<file path="src/hw/rtl/blw_pkg.sv">
`timescale 1ns / 1ps

package blw_pkg;

  localparam int COORD_MAX   = 4095;
  localparam int COORD_W     = 12;
  localparam int SIZE_W      = 13;
  localparam int DELTA_W     = 13;
  localparam int ERR_W       = 16;
  localparam int COLOR_W     = 24;
  localparam int CFG_IDX_W   = 3;
  localparam int CFG_DATA_W  = 24;
  localparam int QUEUE_DEPTH = 2;

  localparam logic ACT_LOAD = 1'b0;
  localparam logic ACT_STEP = 1'b1;

  localparam logic [CFG_IDX_W-1:0] REG_VIEWPORT_X      = 3'd0;
  localparam logic [CFG_IDX_W-1:0] REG_VIEWPORT_Y      = 3'd1;
  localparam logic [CFG_IDX_W-1:0] REG_VIEWPORT_WIDTH  = 3'd2;
  localparam logic [CFG_IDX_W-1:0] REG_VIEWPORT_HEIGHT = 3'd3;
  localparam logic [CFG_IDX_W-1:0] REG_FRAME_WIDTH     = 3'd4;
  localparam logic [CFG_IDX_W-1:0] REG_FRAME_HEIGHT    = 3'd5;
  localparam logic [CFG_IDX_W-1:0] REG_DRAW_COLOR      = 3'd6;

  typedef struct packed {
    logic [COORD_W-1:0] viewport_x;
    logic [COORD_W-1:0] viewport_y;
    logic [SIZE_W-1:0]  viewport_width;
    logic [SIZE_W-1:0]  viewport_height;
    logic [SIZE_W-1:0]  frame_width;
    logic [SIZE_W-1:0]  frame_height;
    logic [COLOR_W-1:0] draw_color;
  } cfg_t;

  typedef struct packed {
    logic                     is_step;
    logic [COORD_W-1:0]       major_start;
    logic [COORD_W-1:0]       major_end;
    logic [COORD_W-1:0]       minor_start;
    logic                     minor_step_down;
    logic                     steep_line;
    logic [DELTA_W-1:0]       twice_major_delta;
    logic [DELTA_W-1:0]       twice_minor_delta;
    logic signed [ERR_W-1:0]  error_init;
  } cmd_t;

  function automatic logic [COORD_W-1:0] sat_coord(input logic [COORD_W-1:0] v);
    logic [COORD_W-1:0] r;
    r = v;
    if (32'(v) > COORD_MAX) begin
      r = COORD_W'(COORD_MAX);
    end
    return r;
  endfunction

endpackage

</file>
<file path="src/hw/rtl/blw_if.sv">
`timescale 1ns / 1ps

interface blw_line_if;
  logic                         valid;
  logic                         ready;
  logic                         action;
  logic [blw_pkg::COORD_W-1:0]  start_x;
  logic [blw_pkg::COORD_W-1:0]  start_y;
  logic [blw_pkg::COORD_W-1:0]  end_x;
  logic [blw_pkg::COORD_W-1:0]  end_y;

  modport source (output valid, action, start_x, start_y, end_x, end_y, input ready);
  modport sink (input valid, action, start_x, start_y, end_x, end_y, output ready);
endinterface

interface blw_pixel_if;
  logic                         valid;
  logic                         ready;
  logic                         pixel_valid;
  logic [blw_pkg::COORD_W-1:0]  pixel_x;
  logic [blw_pkg::COORD_W-1:0]  pixel_y;
  logic [blw_pkg::COLOR_W-1:0]  pixel_color;
  logic                         pixel_inside;
  logic                         last_pixel;

  modport source (output valid, pixel_valid, pixel_x, pixel_y, pixel_color, pixel_inside,
                  last_pixel, input ready);
  modport sink (input valid, pixel_valid, pixel_x, pixel_y, pixel_color, pixel_inside,
                last_pixel, output ready);
endinterface

</file>
<file path="src/hw/rtl/blw_front.sv">
`timescale 1ns / 1ps

module blw_front (
  blw_line_if.sink        line_req,
  input  logic            queue_full,
  output logic            push,
  output blw_pkg::cmd_t   cmd
);

  logic [blw_pkg::COORD_W-1:0] ax, ay, bx, by;
  logic [blw_pkg::COORD_W-1:0] dx, dy;
  logic                        steep;
  logic [blw_pkg::COORD_W-1:0] sa_major, sa_minor, sb_major, sb_minor;
  logic [blw_pkg::COORD_W-1:0] lo_major, lo_minor, hi_major, hi_minor;
  logic [blw_pkg::COORD_W-1:0] d_major, d_minor;

  assign line_req.ready = !queue_full;
  assign push = line_req.valid && !queue_full;

  always_comb begin
    ax = blw_pkg::sat_coord(line_req.start_x);
    ay = blw_pkg::sat_coord(line_req.start_y);
    bx = blw_pkg::sat_coord(line_req.end_x);
    by = blw_pkg::sat_coord(line_req.end_y);
    dx = (ax > bx) ? ax - bx : bx - ax;
    dy = (ay > by) ? ay - by : by - ay;
    steep = dy > dx;
    sa_major = steep ? ay : ax;
    sa_minor = steep ? ax : ay;
    sb_major = steep ? by : bx;
    sb_minor = steep ? bx : by;
    if (sa_major > sb_major) begin
      lo_major = sb_major;
      lo_minor = sb_minor;
      hi_major = sa_major;
      hi_minor = sa_minor;
    end else begin
      lo_major = sa_major;
      lo_minor = sa_minor;
      hi_major = sb_major;
      hi_minor = sb_minor;
    end
    d_major = hi_major - lo_major;
    d_minor = (lo_minor > hi_minor) ? lo_minor - hi_minor : hi_minor - lo_minor;

    cmd.is_step           = (line_req.action == blw_pkg::ACT_STEP);
    cmd.major_start       = lo_major;
    cmd.major_end         = hi_major;
    cmd.minor_start       = lo_minor;
    cmd.minor_step_down   = lo_minor > hi_minor;
    cmd.steep_line        = steep;
    cmd.twice_major_delta = {d_major, 1'b0};
    cmd.twice_minor_delta = {d_minor, 1'b0};
    cmd.error_init        = $signed(blw_pkg::ERR_W'({d_minor, 1'b0}))
                            - $signed(blw_pkg::ERR_W'(d_major));
  end

endmodule

</file>
<file path="src/hw/rtl/blw_queue.sv">
`timescale 1ns / 1ps

module blw_queue (
  input  logic            clk,
  input  logic            rst,
  input  logic            push,
  input  blw_pkg::cmd_t   push_cmd,
  output logic            full,
  input  logic            pop,
  output logic            head_valid,
  output blw_pkg::cmd_t   head_cmd
);

  localparam int PTR_W = (blw_pkg::QUEUE_DEPTH > 1) ? $clog2(blw_pkg::QUEUE_DEPTH) : 1;
  localparam int CNT_W = $clog2(blw_pkg::QUEUE_DEPTH + 1);

  blw_pkg::cmd_t    slots [blw_pkg::QUEUE_DEPTH];
  logic [PTR_W-1:0] wr_ptr;
  logic [PTR_W-1:0] rd_ptr;
  logic [CNT_W-1:0] count;
  logic [CNT_W-1:0] count_next;

  function automatic logic [PTR_W-1:0] ptr_inc(input logic [PTR_W-1:0] p);
    logic [PTR_W-1:0] r;
    r = p + 1'b1;
    if (32'(p) == blw_pkg::QUEUE_DEPTH - 1) begin
      r = '0;
    end
    return r;
  endfunction

  assign full       = (32'(count) == blw_pkg::QUEUE_DEPTH);
  assign head_valid = (count != '0);
  assign head_cmd   = slots[rd_ptr];

  always_comb begin
    count_next = count;
    if (push && !(pop && head_valid)) begin
      count_next = count + 1'b1;
    end else if (!push && pop && head_valid) begin
      count_next = count - 1'b1;
    end
  end

  always_ff @(posedge clk) begin
    if (rst) begin
      wr_ptr <= '0;
      rd_ptr <= '0;
      count  <= '0;
    end else begin
      count <= count_next;
      if (push) begin
        wr_ptr <= ptr_inc(wr_ptr);
      end
      if (pop && head_valid) begin
        rd_ptr <= ptr_inc(rd_ptr);
      end
    end
  end

  always_ff @(posedge clk) begin
    if (push) begin
      slots[wr_ptr] <= push_cmd;
    end
  end

endmodule

</file>
<file path="src/hw/rtl/blw_back.sv">
`timescale 1ns / 1ps

module blw_back (
  input  logic            clk,
  input  logic            rst,
  input  blw_pkg::cfg_t   cfg,
  input  logic            head_valid,
  input  blw_pkg::cmd_t   head_cmd,
  output logic            pop,
  blw_pixel_if.source     pixel_rsp
);

  logic [blw_pkg::COORD_W-1:0]      major_pos;
  logic [blw_pkg::COORD_W-1:0]      minor_pos;
  logic [blw_pkg::COORD_W-1:0]      major_end;
  logic signed [blw_pkg::ERR_W-1:0] error_term;
  logic [blw_pkg::DELTA_W-1:0]      twice_major_delta;
  logic [blw_pkg::DELTA_W-1:0]      twice_minor_delta;
  logic                             minor_step_down;
  logic                             steep_line;
  logic                             line_active;

  logic                             out_valid;
  logic                             out_pixel_valid;
  logic [blw_pkg::COORD_W-1:0]      out_x;
  logic [blw_pkg::COORD_W-1:0]      out_y;
  logic [blw_pkg::COLOR_W-1:0]      out_color;
  logic                             out_inside;
  logic                             out_last;

  logic                             out_free;
  logic                             do_load;
  logic                             do_step;
  logic [blw_pkg::COORD_W-1:0]      px;
  logic [blw_pkg::COORD_W-1:0]      py;
  logic [blw_pkg::COORD_W+1:0]      bound_x;
  logic [blw_pkg::COORD_W+1:0]      bound_y;
  logic                             in_clip;
  logic                             last;
  logic [blw_pkg::COORD_W-1:0]      minor_pos_next;
  logic signed [blw_pkg::ERR_W-1:0] error_term_next;

  assign out_free = !out_valid || pixel_rsp.ready;
  assign do_load  = head_valid && !head_cmd.is_step;
  assign do_step  = head_valid && head_cmd.is_step && out_free;
  assign pop      = do_load || do_step;

  always_comb begin
    px = steep_line ? minor_pos : major_pos;
    py = steep_line ? major_pos : minor_pos;
    bound_x = (blw_pkg::COORD_W+2)'(cfg.viewport_x) + (blw_pkg::COORD_W+2)'(cfg.viewport_width);
    bound_y = (blw_pkg::COORD_W+2)'(cfg.viewport_y)
              + (blw_pkg::COORD_W+2)'(cfg.viewport_height);
    in_clip = ((blw_pkg::COORD_W+2)'(px) < bound_x) && ((blw_pkg::COORD_W+2)'(py) < bound_y)
              && (blw_pkg::SIZE_W'(px) < cfg.frame_width)
              && (blw_pkg::SIZE_W'(py) < cfg.frame_height);
    last = (blw_pkg::COORD_W+1)'(major_pos) + 1'b1 >= (blw_pkg::COORD_W+1)'(major_end);
    minor_pos_next  = minor_pos;
    error_term_next = error_term + $signed(blw_pkg::ERR_W'(twice_minor_delta));
    if (error_term > 0) begin
      minor_pos_next  = minor_step_down ? minor_pos - 1'b1 : minor_pos + 1'b1;
      error_term_next = error_term_next - $signed(blw_pkg::ERR_W'(twice_major_delta));
    end
  end

  always_ff @(posedge clk) begin
    if (rst) begin
      line_active <= 1'b0;
    end else if (do_load) begin
      line_active <= head_cmd.major_start < head_cmd.major_end;
    end else if (do_step && line_active && last) begin
      line_active <= 1'b0;
    end
  end

  always_ff @(posedge clk) begin
    if (do_load) begin
      major_pos         <= head_cmd.major_start;
      major_end         <= head_cmd.major_end;
      minor_pos         <= head_cmd.minor_start;
      error_term        <= head_cmd.error_init;
      twice_major_delta <= head_cmd.twice_major_delta;
      twice_minor_delta <= head_cmd.twice_minor_delta;
      minor_step_down   <= head_cmd.minor_step_down;
      steep_line        <= head_cmd.steep_line;
    end else if (do_step && line_active) begin
      major_pos  <= major_pos + 1'b1;
      minor_pos  <= minor_pos_next;
      error_term <= error_term_next;
    end
  end

  always_ff @(posedge clk) begin
    if (rst) begin
      out_valid <= 1'b0;
    end else if (out_free) begin
      out_valid <= do_step;
    end
  end

  always_ff @(posedge clk) begin
    if (do_step) begin
      out_pixel_valid <= line_active;
      out_x           <= line_active ? px : '0;
      out_y           <= line_active ? py : '0;
      out_color       <= line_active ? cfg.draw_color : '0;
      out_inside      <= line_active && in_clip;
      out_last        <= line_active && last;
    end
  end

  assign pixel_rsp.valid        = out_valid;
  assign pixel_rsp.pixel_valid  = out_pixel_valid;
  assign pixel_rsp.pixel_x      = out_x;
  assign pixel_rsp.pixel_y      = out_y;
  assign pixel_rsp.pixel_color  = out_color;
  assign pixel_rsp.pixel_inside = out_inside;
  assign pixel_rsp.last_pixel   = out_last;

  a_active_in_range: assert property (@(posedge clk) disable iff (rst)
    line_active |-> major_pos < major_end)
    else $error("active line past its end");

  a_last_ends_line: assert property (@(posedge clk) disable iff (rst)
    do_step && line_active && last |=> !line_active)
    else $error("line still active after last pixel");

  a_idle_result_zero: assert property (@(posedge clk) disable iff (rst)
    out_valid && !out_pixel_valid |-> !out_inside && !out_last && out_x == '0 && out_y == '0)
    else $error("result without a line is not cleared");

  a_step_needs_slot: assert property (@(posedge clk) disable iff (rst)
    out_valid && !pixel_rsp.ready |-> !do_step)
    else $error("step taken while output stalled");

endmodule

</file>
<file path="src/hw/rtl/bresenham_line_walker.sv">
`timescale 1ns / 1ps
// output: an accepted step request's pixel is held in the registered output stage
// throughput: one request per cycle; loads always, steps while the output is free
// the step unit updates error term and position together, which sets the rate
// reset: synchronous, clears the queue, the output register, the pending line and
// all configuration registers

module bresenham_line_walker (
  input  logic                             clk,
  input  logic                             rst,
  blw_line_if.sink                         line_req,
  blw_pixel_if.source                      pixel_rsp,
  input  logic                             cfg_we,
  input  logic [blw_pkg::CFG_IDX_W-1:0]    cfg_index,
  input  logic [blw_pkg::CFG_DATA_W-1:0]   cfg_data
);

  blw_pkg::cfg_t cfg;
  blw_pkg::cmd_t push_cmd;
  blw_pkg::cmd_t head_cmd;
  logic          push;
  logic          queue_full;
  logic          pop;
  logic          head_valid;

  always_ff @(posedge clk) begin
    if (rst) begin
      cfg <= '0;
    end else if (cfg_we) begin
      case (cfg_index)
        blw_pkg::REG_VIEWPORT_X:      cfg.viewport_x      <= cfg_data[blw_pkg::COORD_W-1:0];
        blw_pkg::REG_VIEWPORT_Y:      cfg.viewport_y      <= cfg_data[blw_pkg::COORD_W-1:0];
        blw_pkg::REG_VIEWPORT_WIDTH:  cfg.viewport_width  <= cfg_data[blw_pkg::SIZE_W-1:0];
        blw_pkg::REG_VIEWPORT_HEIGHT: cfg.viewport_height <= cfg_data[blw_pkg::SIZE_W-1:0];
        blw_pkg::REG_FRAME_WIDTH:     cfg.frame_width     <= cfg_data[blw_pkg::SIZE_W-1:0];
        blw_pkg::REG_FRAME_HEIGHT:    cfg.frame_height    <= cfg_data[blw_pkg::SIZE_W-1:0];
        blw_pkg::REG_DRAW_COLOR:      cfg.draw_color      <= cfg_data[blw_pkg::COLOR_W-1:0];
        default: begin
        end
      endcase
    end
  end

  blw_front u_front (
    .line_req   (line_req),
    .queue_full (queue_full),
    .push       (push),
    .cmd        (push_cmd)
  );

  blw_queue u_queue (
    .clk        (clk),
    .rst        (rst),
    .push       (push),
    .push_cmd   (push_cmd),
    .full       (queue_full),
    .pop        (pop),
    .head_valid (head_valid),
    .head_cmd   (head_cmd)
  );

  blw_back u_back (
    .clk        (clk),
    .rst        (rst),
    .cfg        (cfg),
    .head_valid (head_valid),
    .head_cmd   (head_cmd),
    .pop        (pop),
    .pixel_rsp  (pixel_rsp)
  );

endmodule

</file>
<file path="src/flat_wrapper.sv">
// flat-port wrapper written by rule: the top's interface ports become plain ports
module bresenham_line_walker_flat 
  (clk, rst, cfg_we, cfg_index, cfg_data, line_req_valid, line_req_action, line_req_start_x, line_req_start_y, line_req_end_x, line_req_end_y, line_req_ready, pixel_rsp_valid, pixel_rsp_pixel_valid, pixel_rsp_pixel_x, pixel_rsp_pixel_y, pixel_rsp_pixel_color, pixel_rsp_pixel_inside, pixel_rsp_last_pixel, pixel_rsp_ready);
  blw_line_if line_req_i ();
  blw_pixel_if pixel_rsp_i ();
  input  logic clk;
  input  logic rst;
  input  logic cfg_we;
  input  logic [blw_pkg::CFG_IDX_W-1:0] cfg_index;
  input  logic [blw_pkg::CFG_DATA_W-1:0] cfg_data;
  input wire logic [$bits(line_req_i.valid)-1:0] line_req_valid;
  input wire logic [$bits(line_req_i.action)-1:0] line_req_action;
  input wire logic [$bits(line_req_i.start_x)-1:0] line_req_start_x;
  input wire logic [$bits(line_req_i.start_y)-1:0] line_req_start_y;
  input wire logic [$bits(line_req_i.end_x)-1:0] line_req_end_x;
  input wire logic [$bits(line_req_i.end_y)-1:0] line_req_end_y;
  output wire logic [$bits(line_req_i.ready)-1:0] line_req_ready;
  output wire logic [$bits(pixel_rsp_i.valid)-1:0] pixel_rsp_valid;
  output wire logic [$bits(pixel_rsp_i.pixel_valid)-1:0] pixel_rsp_pixel_valid;
  output wire logic [$bits(pixel_rsp_i.pixel_x)-1:0] pixel_rsp_pixel_x;
  output wire logic [$bits(pixel_rsp_i.pixel_y)-1:0] pixel_rsp_pixel_y;
  output wire logic [$bits(pixel_rsp_i.pixel_color)-1:0] pixel_rsp_pixel_color;
  output wire logic [$bits(pixel_rsp_i.pixel_inside)-1:0] pixel_rsp_pixel_inside;
  output wire logic [$bits(pixel_rsp_i.last_pixel)-1:0] pixel_rsp_last_pixel;
  input wire logic [$bits(pixel_rsp_i.ready)-1:0] pixel_rsp_ready;
  assign line_req_i.valid = line_req_valid;
  assign line_req_i.action = line_req_action;
  assign line_req_i.start_x = line_req_start_x;
  assign line_req_i.start_y = line_req_start_y;
  assign line_req_i.end_x = line_req_end_x;
  assign line_req_i.end_y = line_req_end_y;
  assign line_req_ready = line_req_i.ready;
  assign pixel_rsp_valid = pixel_rsp_i.valid;
  assign pixel_rsp_pixel_valid = pixel_rsp_i.pixel_valid;
  assign pixel_rsp_pixel_x = pixel_rsp_i.pixel_x;
  assign pixel_rsp_pixel_y = pixel_rsp_i.pixel_y;
  assign pixel_rsp_pixel_color = pixel_rsp_i.pixel_color;
  assign pixel_rsp_pixel_inside = pixel_rsp_i.pixel_inside;
  assign pixel_rsp_last_pixel = pixel_rsp_i.last_pixel;
  assign pixel_rsp_i.ready = pixel_rsp_ready;
  bresenham_line_walker u_core (.clk(clk), .rst(rst), .line_req(line_req_i), .pixel_rsp(pixel_rsp_i), .cfg_we(cfg_we), .cfg_index(cfg_index), .cfg_data(cfg_data));
endmodule
</file>
<file path="config.mk">
export PLATFORM = sky130hd
export DESIGN_NAME = bresenham_line_walker_flat
export DESIGN_NICKNAME = d
export VERILOG_FILES = /design/src/hw/rtl/blw_pkg.sv /design/src/hw/rtl/blw_if.sv /design/src/hw/rtl/blw_front.sv /design/src/hw/rtl/blw_queue.sv /design/src/hw/rtl/blw_back.sv /design/src/hw/rtl/bresenham_line_walker.sv /design/src/flat_wrapper.sv
export SDC_FILE = /design/constraint.sdc
export NUM_CORES = 1
export LEC_CHECK = 0
export ABC_CLOCK_PERIOD_IN_PS = 11900
export BUFFER_PORTS_ARGS = -buffer_cell sky130_fd_sc_hd__buf_2
export CAP_MARGIN = 20
export CORE_UTILIZATION = 56
export CTS_CLUSTER_DIAMETER = 80
export CTS_CLUSTER_SIZE = 14
export DETAILED_ROUTE_END_ITERATION = 16
export PLACE_DENSITY = 0.75
export SKIP_CTS_REPAIR_TIMING = 1
export SLEW_MARGIN = 5
export SYNTH_ARGS = -nofsm -noshare
export SYNTH_HDL_FRONTEND = slang
export SYNTH_SLANG_ARGS = --single-unit
</file>
<file path="constraint.sdc">
create_clock -name clk -period 11.9 [get_ports clk]
set_input_delay 0.595 -clock clk [delete_from_list [all_inputs] [get_ports clk]]
set_output_delay 0.595 -clock clk [all_outputs]
set_load 0.05 [all_outputs]
</file>
# After elaboration in Yosys (flattened, before gate mapping)
# Memory sizes are Yosys's and may differ from the RTL's. A register that Yosys moved wholly into a read port is not among the register bits.
# Cells that the tools add are included.
# W data, S select, Z words.
dict set report classes {
  addsub 20
  magnitude_cmp 12
  eq_ne 7
  muxes 32
  n_reduce_logical 36
}
# op count
set ops {}
lappend ops {{$mux W12} 19}
lappend ops {{$sub A12 B12 Y12} 7}
lappend ops {{$gt A12 B12 Y1} 5}
lappend ops {{$mux W16} 3}
lappend ops {{$add A12 B13 Y14} 2}
lappend ops {{$lt A12 B14 Y1} 2}
lappend ops {{$lt A12 B13 Y1} 2}
lappend ops {{$add A12 B1 Y12 const B} 2}
lappend ops {{$add A16 B14 Y16} 1}
lappend ops {{$gt A16 B1 Y1 const B} 1}
lappend ops {{$reduce_and A2 Y1} 8}
lappend ops {{$sub A16 B14 Y16} 1}
lappend ops {{$logic_and A1 B1 Y1} 15}
lappend ops {{$sub A13 B12 Y14} 1}
lappend ops {{$add A12 B1 Y13 const B} 1}
lappend ops {{$ge A13 B12 Y1} 1}
lappend ops {{$lt A12 B12 Y1} 1}
lappend ops {{$sub A12 B1 Y12 const B} 1}
lappend ops {{$reduce_bool A2 Y1} 5}
lappend ops {{$eq A3 B3 Y1 const B} 3}
lappend ops {{$mux W1} 8}
lappend ops {{$eq A3 B2 Y1 const B} 2}
lappend ops {{$logic_not A1 Y1} 5}
lappend ops {{$mux W2} 2}
lappend ops {{7 further kinds} 9}
dict set report word_totals {
  reg_bits 237
  ram_bits 158
  inputBits 81
  output_inout_bits 53
  word_cells 134
  memories 1
}
# memory words word_bits read_ports rd_clocked_by_memory_dff wr line_no
set mem_list {}
lappend mem_list {u_core.u_queue.slots 2 79 1 1 1 blw_queue.sv:17} ;# blw_pkg::cmd_t slots [blw_pkg::QUEUE_DEPTH];

# Longest topological paths before layout
dict set report depth {
  ltp_word 9
  ltp_mapped 71
  ltp_nobuf 61
}

# Cells and area by module
# From an unflattened synthesis, not the netlist that was laid out.
dict set report unflattened {
  hier_cells 2512
  hier_area_um2 26027.5
}
# mod n_inst cells_each area_per_inst_um2
set modules_own_cells {}
lappend modules_own_cells {blw_back 1 959 9748.1}
lappend modules_own_cells {blw_front 1 912 6142.1}
lappend modules_own_cells {blw_queue 1 277 6105.9}
lappend modules_own_cells {bresenham_line_walker 1 364 4031.4}

# Least setup slack after synthesis
# No wires, ideal clock.
dict set report synth_path {
  path_type {input to register}
  from {input port line_req_start_x[0]}
  to {memory u_core.u_queue.slots[0][12] (netlist bit) (data pin)}
  setup_time_ns 0.272
  t_arrival_ns 12.530
  required_time_ns 11.628
  path_slack_ns -0.902
  cell_stages 66
  cell_sequence {inv_1 ha_1 inv_1 fa_1 a21oi_1 o21ai_0 a21o_1 a21o_1 a21o_1 a21o_1 a31oi_2 mux2i_1 a221o_1 a41oi_1 a21oi_1 a211o_1 ha_1 nand4_2 [30 not listed] o2111ai_1 a21oi_1 clkbuf_1 inv_1 a21oi_1 ha_1 nor2b_1 o21ai_0 a21boi_0 o21ai_0 a21boi_0 o21ai_0 a21boi_0 o21ai_0 nand2b_1 a21o_1 a21oi_1 xor2_1}
}
# item line_no
set synth_rtl {}
lappend synth_rtl {{start, declared} flat_wrapper.sv:13} ;# input wire logic [$bits(line_req_i.start_x)-1:0] line_req_start_x;
lappend synth_rtl {{end, declared} blw_queue.sv:17}

==> results.json <==
{
  "status": "finished clean",
  "dp.final_hpwl_um": 47600,
  "synth_enable_flop_cells": 281,
  "fin_area_um2": 27500,
  "syn_area_per_cell_um2": 9.79,
  "fin_crit_sh_pct": 95.7,
  "syn_area_um2": 24700,
  "finalSetupViolCount": 0,
  "crit_path_frequent_cell": "a21o_1",
  "critical_path.max_stage_delay_ns": 0.45,
  "vias_per_cell": 5.82,
  "synth_seq_cells": 388,
  "wire_per_inst_um": 19.2,
  "cell_at_the_root_of_the_clock_tree": "clkbuf_16",
  "detail_route.wirelength_um": 62600,
  "worst_hold_slack_ns": 0.235,
  "rr_startpoint": "u_core.u_back.error_term[1]",
  "cts_inserted_buffers": 34,
  "maxCapViolations": 0,
  "post-place-ws_ns": -0.253,
  "first_global_vias": 18600,
  "cts_buffer_depth": 3,
  "clock-sinks": 388,
  "die_h_um": 212,
  "setup.worst_path.start_class": "primary input",
  "min_from": "line_req_action",
  "synthCells": 2519,
  "worstSetupStartpoint": "line_req_start_x[0]",
  "vias": 19000,
  "worst_setup_hold_path_clk_slew_ns": 0.06,
  "grt.total_usage_pct": 27.8,
  "placement.cell_area_um2": 26200,
  "cp_top_family": "compound AO/OA/AOI/OAI gates",
  "final.fill_count": 3396,
  "timing_worst_slew_pin_value_ns": 1.01,
  "crit_fanout": 39,
  "portBuffers": 133,
  "place_inst": 3197,
  "ant_nets": 0,
  "floorplan.rows": 76,
  "hold_viol": 0,
  "critical_path_required_ns": 12.27,
  "drive_gt1_share_pct": 14.4,
  "place_congestion": 0.924,
  "synth_cell_types": 84,
  "critical_path_buf_inv_count": 11,
  "final_stage_net_count": 2980,
  "async_set_reset_flop_share_out_of_synthesis_pct": 0,
  "drc_errors": 0,
  "cp.arrival_ns": 11.76,
  "timing.critical_path.to_type": "register",
  "slew_violations": 0,
  "yosys_most_used_dff": "edfxtp_1",
  "period_needed_ns": 11.39,
  "synth-warning-count": 0,
  "initial_core_util_pct": 57.0,
  "fin_ws_ns": 0.513,
  "critical_path.slowest_cell": "or3_4",
  "maxClockFrequency_ghz": 0.0878,
  "cts_tree": "built",
  "antenna_cells_inserted": 0,
  "cts-htree-levels": 2,
  "io_pins": 134,
  "drt-pass1-iter-count": 8,
  "crit_type": "primary input to register",
  "finish.cell_count_without_fillers": 3264,
  "syn_nets": 2841,
  "hold_crit_path_type": "primary input to register",
  "clk_latency_ns": 0.55,
  "grt_first_pass_wirelength_um": 97500,
  "max-slew-margin-rel_pct": 32.1,
  "grt_overflow": 0,
  "die-area_um2": 44900,
  "die_width_um": 212,
  "largest_net_degree_at_the_start_of_global_routing": 77,
  "core_area_um2": 43300,
  "finClkSkew_ns": 0.0282,
  "yosysSeqAreaShare_pct": 42.9,
  "detailedRoute.firstIterationViolations": 1416,
  "syn_to_final_growth_pct": 11.5,
  "antenna_found_initial": 0
}
synthesized netlist by cell type (all sizes together), types with 23 or more instances:
master	n	area [µm²]
nand3	33	165
clkbuf	74	278
dfxtp	107	2140
edfxtp	281	8440
o21ai	98	490
a21o	76	571
o21bai	35	263
xor2	27	236
a211oi	28	215
inv	206	773
nor2	128	480
nand2	312	1170
a21oi	289	1450
nand2b	23	144
ha	229	2870
mux2	84	950
buf	24	113
nor2b	37	231
mux2i	96	961
xnor2	91	797
and2	50	315
cells in the final DEF (no fill, tap or decap), types with 4 or more instances in the layout:
master,instances
nand2_1,311
edfxtp_1,281
a21oi_1,279
ha_1,228
inv_1,204
buf_2,132
nor2_1,126
dfxtp_1,106
o21ai_0,89
xnor2_1,89
mux2i_1,89
mux2_2,83
a21o_1,76
buf_4,62
and2_1,48
nor2b_1,37
o21bai_1,35
clkbuf_16,35
nand3_1,33
xor2_1,27
a211oi_1,26
nand2b_1,23
o21a_1,19
clkbuf_1,17
nand4_1,15
and3_1,14
a21boi_0,12
fa_1,11
nor3_1,10
o211ai_1,9
a21oi_2,9
a31oi_1,7
o21ai_1,6
a311oi_1,5
o22ai_1,5
or3_1,5
nor4_1,5
mux2i_2,4
nor3_2,4
buf_12,4
worst paths after layout:
path / slack [ns] / cells after the start / to
setup / recovery: 0.51 / 60 / u_core.u_queue.slots[0][12]
setup reg to reg: 7.51 / 17 / u_core.u_back.error_term[15]
hold / removal: 0.24 / 1 / u_core.u_queue.slots[1][78]
hold reg to reg: 0.45 / 2 / u_core.cfg[19]
layout make-up:
cell class              count  area, µm²  share of cell area (%)
clock inverters             5       75.1                   0.273
inverters                 207        777                    2.83
repair buffers            201       1240                    4.51
flip-flops and latches    388      10600                    38.5
well taps                 585        732                    2.66
multi-input cells        1826      13100                    47.8
clock buffers              52        940                    3.42
cell families (layout without fill, tap and decap cells):
group / count (synthesis) / after routing / synth area share [%]
AOI/OAI and AO/OA: 630 / 630 / 15.6
xor gates and xnor gates: 118 / 118 / 4.19
adders and majority gates: 242 / 242 / 12.6
buffers and inverters: 305 / 465 / 4.73
DFF: 388 / 388 / 42.9
muxes: 180 / 180 / 7.75
and+or+nand+nor: 656 / 656 / 12.1
metrics by stage:
stage | utilization [%] | setup TNS (ns)
after detailed placement | 60.6 | -0.560
after floorplan | - | 0
after global routing | 63.5 | -0.230
final | 63.5 | 0
after global placement | 60.6 | 0
after CTS | 63.0 | 0
routing by layer:
layer | global-route usage, % | vias up | routed length [µm]
li1 | - | 9167 | -
met1 | 37.6 | 9086 | 27800
met2 | 46.4 | 642 | 29200
met3 | 3.55 | 100 | 3860
met4 | 8.50 | 0 | 1650
met5 | 0 | - | 0
flip-flops by register name, summed over array words and instances (netlist names), 2 cells and up, named ones only:
name	flops
u_core.u_back.pixel_rsp.pixel_y	12
u_core.u_queue.slots	152
u_core.u_back.pixel_rsp.pixel_color	24
u_core.u_back.major_end	12
u_core.cfg	100
u_core.u_back.pixel_rsp.pixel_x	12
u_core.u_back.error_term	16
u_core.u_queue.count	2
u_core.u_back.twice_major_delta	12
u_core.u_back.twice_minor_delta	12
u_core.u_back.minor_pos	12
u_core.u_back.major_pos	12
Power is not shown: default switching activity piles up to over one toggle a cycle in this logic, so the estimate is an artifact.
